$ cat src/rtl/core/ppd_pkg.sv
`default_nettype none

package ppd_pkg;

   // Sequencer states of the root search.
   typedef enum logic [1:0] {
      ST_IDLE,
      ST_TRY,
      ST_WAIT,
      ST_REPORT
   } state_type;

   // Outcome of one power test: done marks the cycle in which le and eq are valid.
   typedef struct packed {
      logic done;
      logic le;
      logic eq;
   } pow_result_type;

endpackage

`default_nettype wire

$ cat src/rtl/core/ppd_pow_unit.sv
`default_nettype none

module ppd_pow_unit #(
   parameter int NUM_W  = 32,
   parameter int ROOT_W = 16,
   parameter int EXP_W  = 5
) (
   input  wire logic                  clock,
   input  wire logic                  reset,
   input  wire logic                  start,
   input  wire logic [ROOT_W-1:0]     cand,
   input  wire logic [EXP_W-1:0]      expo,
   input  wire logic [NUM_W-1:0]      number,
   output ppd_pkg::pow_result_type    result
);

   localparam int AccW = NUM_W + ROOT_W;

   logic              active_ff, active_in;
   logic [AccW-1:0]   acc_ff, acc_in;
   logic [ROOT_W-1:0] cand_ff, cand_in;
   logic [EXP_W-1:0]  cnt_ff, cnt_in;

   logic [AccW-1:0]   number_ext;
   logic [AccW-1:0]   prod;
   logic              over;

   assign number_ext = AccW'(number);

   // While the partial power stays at or below the number it fits in NUM_W bits,
   // so only those bits feed the multiplier. The compare runs beside it.
   assign prod = AccW'(acc_ff[NUM_W-1:0]) * AccW'(cand_ff);
   assign over = acc_ff > number_ext;

   always_comb begin
      result.done = active_ff && (over || (cnt_ff == '0));
      result.le   = !over;
      result.eq   = (acc_ff == number_ext);
   end

   always_comb begin
      active_in = active_ff;
      acc_in    = acc_ff;
      cand_in   = cand_ff;
      cnt_in    = cnt_ff;
      if (start) begin
         active_in = 1'b1;
         acc_in    = AccW'(cand);
         cand_in   = cand;
         cnt_in    = expo - 1'b1;
      end else if (result.done) begin
         active_in = 1'b0;
      end else if (active_ff) begin
         acc_in = prod;
         cnt_in = cnt_ff - 1'b1;
      end
   end

   always_ff @(posedge clock) begin
      if (reset) begin
         active_ff <= 1'b0;
      end else begin
         active_ff <= active_in;
      end
   end

   always_ff @(posedge clock) begin
      acc_ff  <= acc_in;
      cand_ff <= cand_in;
      cnt_ff  <= cnt_in;
   end

endmodule

`default_nettype wire

$ cat src/rtl/core/perfect_power_detector.sv
// Perfect power detector.
// A beat on the request side is taken at a rising edge where start is high and
// busy is low; req_number is the value to test (low NUMBER_WIDTH bits kept).
// busy stays high from that edge until the result has been shown, so one
// number is worked on at a time.
// Exactly one result beat follows each request: rsp_valid is high for one
// cycle with rsp_is_perfect, rsp_base and rsp_exponent. A perfect power gives
// the smallest base and its exponent (at least 2); anything else gives zeros.
// The receiver has no way to stall; the result is there for that one cycle.
// Exponents are tried from NUMBER_WIDTH-1 down to 2. For each, the integer
// root is built one bit per try from the top bit the exponent allows, and each
// try raises the candidate to the exponent on a single shared multiplier, one
// product per cycle, stopping early once the power passes the number.
// Numbers below 4 skip the search and get their result beat in the cycle
// after the request beat. The next request beat can be taken in the cycle
// after the result beat.
// Reset returns the sequencer to idle and drops any search in progress.
`default_nettype none

module perfect_power_detector #(
   parameter int NUMBER_WIDTH = 32
) (
   input  wire logic        clock,
   input  wire logic        reset,
   input  wire logic        start,
   output logic             busy,
   input  wire logic [31:0] req_number,
   output logic             rsp_valid,
   output logic             rsp_is_perfect,
   output logic [15:0]      rsp_base,
   output logic [4:0]       rsp_exponent
);

   localparam int NW = (NUMBER_WIDTH < 32) ? NUMBER_WIDTH : 32;
   localparam int RW = (NW + 1) / 2;
   localparam int EW = $clog2(NUMBER_WIDTH);
   localparam int BW = $clog2(RW);

   ppd_pkg::state_type state_ff, state_in;

   logic [NW-1:0]  n_ff;
   logic [EW-1:0]  exp_ff;
   logic [BW-1:0]  bit_ff;
   logic [RW-1:0]  root_ff;
   logic           exact_ff;
   logic           found_ff;
   logic [15:0]    base_ff;
   logic [4:0]     expo_ff;

   logic [BW-1:0]  top_bit_tab [NUMBER_WIDTH];
   logic [NW-1:0]  n_in;
   logic           accept;
   logic           small_n;
   logic [RW-1:0]  cand;
   logic [RW-1:0]  root_upd;
   logic           exact_upd;
   logic           last_bit;
   logic           last_exp;
   logic [EW-1:0]  exp_next;
   logic           pow_start;

   ppd_pkg::pow_result_type pow_res;

   // Highest root bit worth trying per exponent: a root of an NW-bit number
   // for exponent e has at most ceil(NW/e) bits.
   for (genvar g = 0; g < NUMBER_WIDTH; g++) begin : g_top
      if (g < 2) begin : g_unused
         assign top_bit_tab[g] = '0;
      end else begin : g_root
         localparam int RootBits = (NW + g - 1) / g;
         localparam int TopBit = (RootBits < RW) ? RootBits - 1 : RW - 1;
         assign top_bit_tab[g] = BW'(TopBit);
      end
   end

   assign n_in      = req_number[NW-1:0];
   assign accept    = start && !busy;
   assign small_n   = n_in < NW'(4);
   assign cand      = root_ff | (RW'(1) << bit_ff);
   assign root_upd  = pow_res.le ? cand : root_ff;
   assign exact_upd = pow_res.le ? pow_res.eq : exact_ff;
   assign last_bit  = (bit_ff == '0);
   assign last_exp  = (exp_ff == EW'(2));
   assign exp_next  = exp_ff - 1'b1;

   ppd_pow_unit #(
      .NUM_W  (NW),
      .ROOT_W (RW),
      .EXP_W  (EW)
   ) u_pow (
      .clock  (clock),
      .reset  (reset),
      .start  (pow_start),
      .cand   (cand),
      .expo   (exp_ff),
      .number (n_ff),
      .result (pow_res)
   );

   always_comb begin
      state_in = state_ff;
      unique case (state_ff)
         ppd_pkg::ST_IDLE: begin
            if (accept) begin
               state_in = small_n ? ppd_pkg::ST_REPORT : ppd_pkg::ST_TRY;
            end
         end
         ppd_pkg::ST_TRY: begin
            state_in = ppd_pkg::ST_WAIT;
         end
         ppd_pkg::ST_WAIT: begin
            if (pow_res.done) begin
               if (!last_bit) begin
                  state_in = ppd_pkg::ST_TRY;
               end else if (exact_upd || last_exp) begin
                  state_in = ppd_pkg::ST_REPORT;
               end else begin
                  state_in = ppd_pkg::ST_TRY;
               end
            end
         end
         ppd_pkg::ST_REPORT: begin
            state_in = ppd_pkg::ST_IDLE;
         end
         default: begin
            state_in = ppd_pkg::ST_IDLE;
         end
      endcase
   end

   always_comb begin
      busy      = (state_ff != ppd_pkg::ST_IDLE);
      pow_start = (state_ff == ppd_pkg::ST_TRY);
      rsp_valid = (state_ff == ppd_pkg::ST_REPORT);
   end

   always_ff @(posedge clock) begin
      if (reset) begin
         state_ff <= ppd_pkg::ST_IDLE;
      end else begin
         state_ff <= state_in;
      end
   end

   always_ff @(posedge clock) begin
      if (state_ff == ppd_pkg::ST_IDLE && accept) begin
         n_ff     <= n_in;
         exp_ff   <= EW'(NUMBER_WIDTH - 1);
         bit_ff   <= top_bit_tab[EW'(NUMBER_WIDTH - 1)];
         root_ff  <= '0;
         exact_ff <= 1'b0;
         found_ff <= 1'b0;
         base_ff  <= '0;
         expo_ff  <= '0;
      end else if (state_ff == ppd_pkg::ST_WAIT && pow_res.done) begin
         if (!last_bit) begin
            root_ff  <= root_upd;
            exact_ff <= exact_upd;
            bit_ff   <= bit_ff - 1'b1;
         end else if (exact_upd) begin
            // The largest exponent with an exact root gives the smallest base.
            root_ff  <= root_upd;
            exact_ff <= exact_upd;
            found_ff <= 1'b1;
            base_ff  <= 16'(root_upd);
            expo_ff  <= 5'(exp_ff);
         end else if (!last_exp) begin
            exp_ff   <= exp_next;
            bit_ff   <= top_bit_tab[exp_next];
            root_ff  <= '0;
            exact_ff <= 1'b0;
         end
      end
   end

   assign rsp_is_perfect = found_ff;
   assign rsp_base       = base_ff;
   assign rsp_exponent   = expo_ff;

`ifndef SYNTHESIS
   a_accept_busy: assert property (@(posedge clock) disable iff (reset)
      accept |=> busy)
      else $error("busy did not rise after a request beat");

   a_report_idle: assert property (@(posedge clock) disable iff (reset)
      rsp_valid |=> !busy)
      else $error("block still busy after its result beat");

   a_perfect_exp: assert property (@(posedge clock) disable iff (reset)
      rsp_valid && rsp_is_perfect |-> rsp_exponent != 5'd0 && rsp_exponent != 5'd1
         && rsp_base != 16'd0 && rsp_base != 16'd1)
      else $error("perfect result with base or exponent below two");

   a_not_perfect_zero: assert property (@(posedge clock) disable iff (reset)
      rsp_valid && !rsp_is_perfect |-> rsp_base == 16'd0 && rsp_exponent == 5'd0)
      else $error("non-perfect result carries a base or exponent");

   a_pow_quiet: assert property (@(posedge clock) disable iff (reset)
      pow_res.done |-> state_ff == ppd_pkg::ST_WAIT)
      else $error("power unit finished outside the wait state");
`endif

endmodule

`default_nettype wire

$ cat config.mk
export PLATFORM = sky130hd
export DESIGN_NAME = perfect_power_detector
export DESIGN_NICKNAME = d
export VERILOG_FILES = /design/src/rtl/core/ppd_pkg.sv /design/src/rtl/core/ppd_pow_unit.sv /design/src/rtl/core/perfect_power_detector.sv
export SDC_FILE = /design/constraint.sdc
export NUM_CORES = 2
export LEC_CHECK = 0
export ABC_AREA = 1
export ABC_CLOCK_PERIOD_IN_PS = 6700
export BUFFER_PORTS_ARGS = -buffer_cell sky130_fd_sc_hd__buf_2
export CORE_ASPECT_RATIO = 1.5
export CORE_MARGIN = 1
export CORE_UTILIZATION = 54
export DETAILED_ROUTE_END_ITERATION = 12
export PLACE_DENSITY_LB_ADDON = 0.15
export SLEW_MARGIN = 20
export SYNTH_ARGS = -nofsm -noshare
export SYNTH_HDL_FRONTEND = slang
export SYNTH_HIERARCHICAL = 1
export SYNTH_SLANG_ARGS = --single-unit
$ cat constraint.sdc
create_clock -name clock -period 6.7 [get_ports clock]
set_input_delay 0.335 -clock clock [delete_from_list [all_inputs] [get_ports clock]]
set_output_delay 0.335 -clock clock [all_outputs]
set_load 0.1 [all_outputs]
==> flow_summary.rst <==
.. list-table::
   :header-rows: 1

   * - Metric
     - Value
   * - Result of the run
     - finished, final reports clean
   * - Synthesis Warnings
     - 6
   * - Initial core utilization
     - 54.9%
   * - Worst slew margin relative to its limit
     - 32.7%
   * - Worst min-delay path startpoint
     - req_number[0]
   * - Most area-consuming cells after synthesis
     - sky130_fd_sc_hd__fa_1 33%, sky130_fd_sc_hd__nand2_1 16%, sky130_fd_sc_hd__inv_1 14%, sky130_fd_sc_hd__edfxtp_1 8.7%, sky130_fd_sc_hd__ha_1 8.1%
   * - Arr. time, crit path
     - between 6000 and 7000 ps
   * - Number of antenna-violating nets in the routed design
     - 0
   * - Global placement routability congestion
     - about 0.95
   * - Launching point of the worst reg2reg path
     - u_pow/acc_ff[17]
   * - Critical R2R Capture
     - u_pow/acc_ff[38]
   * - Average cell area after synthesis
     - around 7.4 sq um
   * - Measured slew at the worst slew-check pin
     - 1010 ps
   * - Clock buffers created by TritonCTS
     - 17
   * - Clock period minus worst slack
     - ~6500 ps
   * - Final setup slack of the worst path
     - between 200 and 250 ps
   * - Clock Latency Late Sink
     - between 400 and 500 ps
   * - Hold-fix buffers at CTS
     - 0
   * - Post-Route Skew
     - roughly 15 ps
   * - Type of origin of the critical path
     - flip-flop
   * - Hold depth
     - 1
   * - Critical Path, Cell by Cell
     - nand2_1 > fa_1 > fa_1 > fa_1 > inv_1 > fa_1 > fa_1 > inv_1 > fa_1 > inv_1 > ha_1 > nand2_1 > inv_1 > nand2_1 > nor2_1 > nand4_1 > nand3_1 > nand2_1 > nand3_1 > nand2_1 > o21bai_1 > nor2_1
   * - M2 GR Usage
     - around 60%
   * - Largest buffer count on any clock path
     - 2
   * - Global-route met3 utilization
     - between 2 and 3%
   * - Nets@finish
     - around 4,000
   * - Unrepaired setup endpoints after global routing
     - false
   * - Seq cells post-synth
     - around 150
   * - Total buffers and inverters traversed by the critical path
     - 4
   * - Worst R2R Setup Slack
     - around 240 ps
   * - Hold Violations, Final
     - 0
   * - Total I/O pin count
     - 59
   * - Number of design rule violations left after detail routing
     - 0
   * - Total standard cell area after synthesis
     - approximately 25,000 sq um
   * - Share of cells above drive strength 1
     - 6.01%
   * - First-pass GRT wire length
     - roughly 120,000 um
   * - Placed Instances
     - just under 4,000
   * - Cell area after placement
     - 26,100 sq um
   * - Max-Cap Viols
     - 0
   * - Number of diodes
     - 0
   * - Clock Sinks
     - approximately 150
   * - Maximum number of pins on one net before global-route repair
     - 58
   * - Post-synth cell types
     - 51
   * - Root cell of the clock tree
     - sky130_fd_sc_hd__clkbuf_16
   * - End of the worst hold path
     - n_ff[0]
   * - Critical Path Fanout Max
     - 16
   * - Top cell type's share of synthesized area
     - 33.2%
   * - Total GRT Usage
     - about a third
   * - Final Max Tran Viols
     - 0
   * - Total via count in the routed design
     - roughly 21,000
   * - Final-layout setup total negative slack
     - 0 ps
   * - Cell type group with the largest total delay on the critical path
     - adder cells
   * - HPWL reported at the end of detailed placement
     - 57,200 um
   * - Max H-tree Level
     - 4
   * - Cell at the slowest stage of the critical path
     - sky130_fd_sc_hd__dfxtp_1
   * - Final non-filler cell total
     - 4,015
   * - Worst setup path class
     - reg2reg
   * - Die boundary height
     - around 270 um
   * - Number of input and output port buffers inserted
     - 58
   * - Library cell with the largest summed area after synthesis
     - sky130_fd_sc_hd__fa_1
   * - Sequential fraction of the synthesis area
     - approximately 15%
   * - Filler Cell Count
     - between 4,000 and 5,000
   * - Post-cts repair resize count
     - 0
   * - Overflow left after global routing
     - 0
   * - Worst Setup End Kind
     - flip-flop
   * - Layout Cell Area excl Fill
     - 26,800 sq um
   * - Worst hold-check path type
     - in2reg
   * - Number of detailed-route iterations in the first pass
     - 7
   * - Via count normalized by instance count
     - between 5 and 6
   * - Setup Viol. Count Final
     - 0
   * - CTS tree
     - built
   * - Number of cells on the worst reg-to-reg path
     - 22
   * - Routed wire length
     - 71,700 um
   * - Die area
     - 47,500 sq um
   * - Critical Path RT
     - slightly above 7000 ps
   * - Most used routing layer
     - met2
   * - Relative area change from synthesis to final layout
     - 6.58%
   * - Core region area
     - between 40,000 and 50,000 sq um
   * - Portion of the clock cycle consumed by the worst path in the final layout
     - a little over nine tenths
   * - Delay of the slowest cell on the worst path
     - just under 1000 ps
   * - Number of standard cells after synthesis
     - about 3,400
   * - Wire length per cell
     - around 18 um
   * - Clk pin slew, worst setup/hold paths
     - 80 ps
   * - Met1 routing resource usage after global routing
     - between 30 and 40%
   * - Mapped Nets
     - around 4,000
   * - Die Span X
     - between 150 and 200 um
   * - Antenna violations before repair
     - 0
   * - Worst-case setup slack after placement
     - ~260 ps
   * - Maximum operating frequency
     - about 0.15 GHz
   * - # rows
     - 96
   * - Most common cell on crit path
     - sky130_fd_sc_hd__fa_1
   * - Number of DRC markers after the initial detailed-route iteration
     - approximately 1,100
   * - Vias in the first global route
     - between 20,000 and 25,000
==> placed cells by master, fill, tap and decap left out, types with 4 or more instances in the layout <==
cell type / n
sky130_fd_sc_hd__o21bai_2: 13
sky130_fd_sc_hd__clkbuf_16: 17
sky130_fd_sc_hd__and2_1: 5
sky130_fd_sc_hd__o21bai_1: 12
sky130_fd_sc_hd__edfxtp_1: 73
sky130_fd_sc_hd__buf_2: 58
sky130_fd_sc_hd__or2_2: 7
sky130_fd_sc_hd__clkinv_8: 4
sky130_fd_sc_hd__inv_12: 5
sky130_fd_sc_hd__nand2_2: 6
sky130_fd_sc_hd__inv_2: 6
sky130_fd_sc_hd__buf_12: 11
sky130_fd_sc_hd__a21oi_1: 79
sky130_fd_sc_hd__buf_4: 51
sky130_fd_sc_hd__fa_1: 418
sky130_fd_sc_hd__nand3_1: 69
sky130_fd_sc_hd__inv_8: 4
sky130_fd_sc_hd__o21ai_0: 46
sky130_fd_sc_hd__nand4_1: 16
sky130_fd_sc_hd__nor3_1: 5
sky130_fd_sc_hd__dfxtp_1: 79
sky130_fd_sc_hd__o21a_1: 4
sky130_fd_sc_hd__nand2_1: 1068
sky130_fd_sc_hd__inv_1: 937
sky130_fd_sc_hd__nor2_1: 191
sky130_fd_sc_hd__xnor2_1: 9
sky130_fd_sc_hd__nor2_4: 4
sky130_fd_sc_hd__nand2_4: 4
sky130_fd_sc_hd__o21ai_1: 24
sky130_fd_sc_hd__ha_1: 163
sky130_fd_sc_hd__xor2_1: 5
==> synthesized netlist by cell type (all sizes together) <==
library cell and count:
nand2 1078, inv 945, fa 418, nor2 199
ha 163, clkbuf 120, a21oi 81, dfxtp 79
edfxtp 73, nand3 72, o21ai 71, o21bai 26
buf 17, nand4 16, xnor2 9, or2 7
and2 6, nor3 6, xor2 5, o21a 4
a21o 3, mux2i 3, o211ai 3, o22ai 2
a21boi 1, a31oi 1, and3 1, nand3b 1
nor4 1, o31ai 1
==> flip-flops by register name, summed over array words and instances, names as in the netlist <==
register,flops
state_ff,2
exact_ff,1
u_pow/active_ff,1
rsp_exponent,5
bit_ff,4
rsp_is_perfect,1
u_pow/cnt_ff,5
n_ff,32
exp_ff,5
u_pow/cand_ff,16
rsp_base,16
u_pow/acc_ff,48
root_ff,16
==> kinds of logic after synthesis <==
family	Yosys count	share of synthesized area, %
and+or+nand+nor	1387	22.0
muxes	3	0.119
AOI/OAI and AO/OA	193	4.51
DFF	152	15.0
buffers and inverters	1082	16.6
xor gates and xnor gates	14	0.487
adders and majority gates	581	41.3
==> how the worst max path moves through the flow <==
| stage | startpoint | to | slack, ps | cells after the start |
|---|---|---|---|---|
| global placement | u_pow/acc_ff[8] | u_pow/acc_ff[38] | 270 | 22 |
| detailed placement | u_pow/acc_ff[17] | u_pow/acc_ff[38] | 260 | 22 |
| global route | u_pow/acc_ff[17] | u_pow/acc_ff[38] | 0.7 | 22 |
| CTS | u_pow/acc_ff[17] | u_pow/acc_ff[38] | 240 | 22 |
| finish | u_pow/acc_ff[17] | u_pow/acc_ff[38] | 240 | 22 |
| floorplan | u_pow/acc_ff[29] | u_pow/acc_ff[47] | 1190 | 26 |
==> what timing repair did <==
action	4_1_cts	5_1_grt
endpoints found under the setup margin	0	2
setup buffers	0	5
hold endpoints to repair	0	0
==> stage by stage <==
step	hold slack (ps)	utilization, %
2_1_floorplan	407	-
3_3_place_gp	430	56.9
3_5_place_dp	436	56.9
4_1_cts	41.8	58.3
5_1_grt	47.1	58.5
6_report	57.3	58.5
==> final cells by class <==
cell class                      instances  area [sq um]  share of cell area, %
Clock buffer                           17           425                   1.59
Clock inverter                         15           209                  0.779
Inverter                              945          3550                   13.2
Multi-Input combinational cell       2178         17200                   64.2
Sequential cell                       152          3770                   14.1
Tap cell                              588           736                   2.74
Timing Repair Buffer                  120           893                   3.33
==> layer usage <==
| metal | up-vias | part of all wire [%] |
|---|---|---|
| met4 | 0 | 4.5 |
| met5 | - | 0 |
| li1 | 9761 | - |
| met2 | 650 | 53 |
| met1 | 10200 | 38 |
| met3 | 177 | 4.4 |
Power is not shown: default switching activity piles up to over one toggle a cycle in this logic, so the estimate is an artifact.
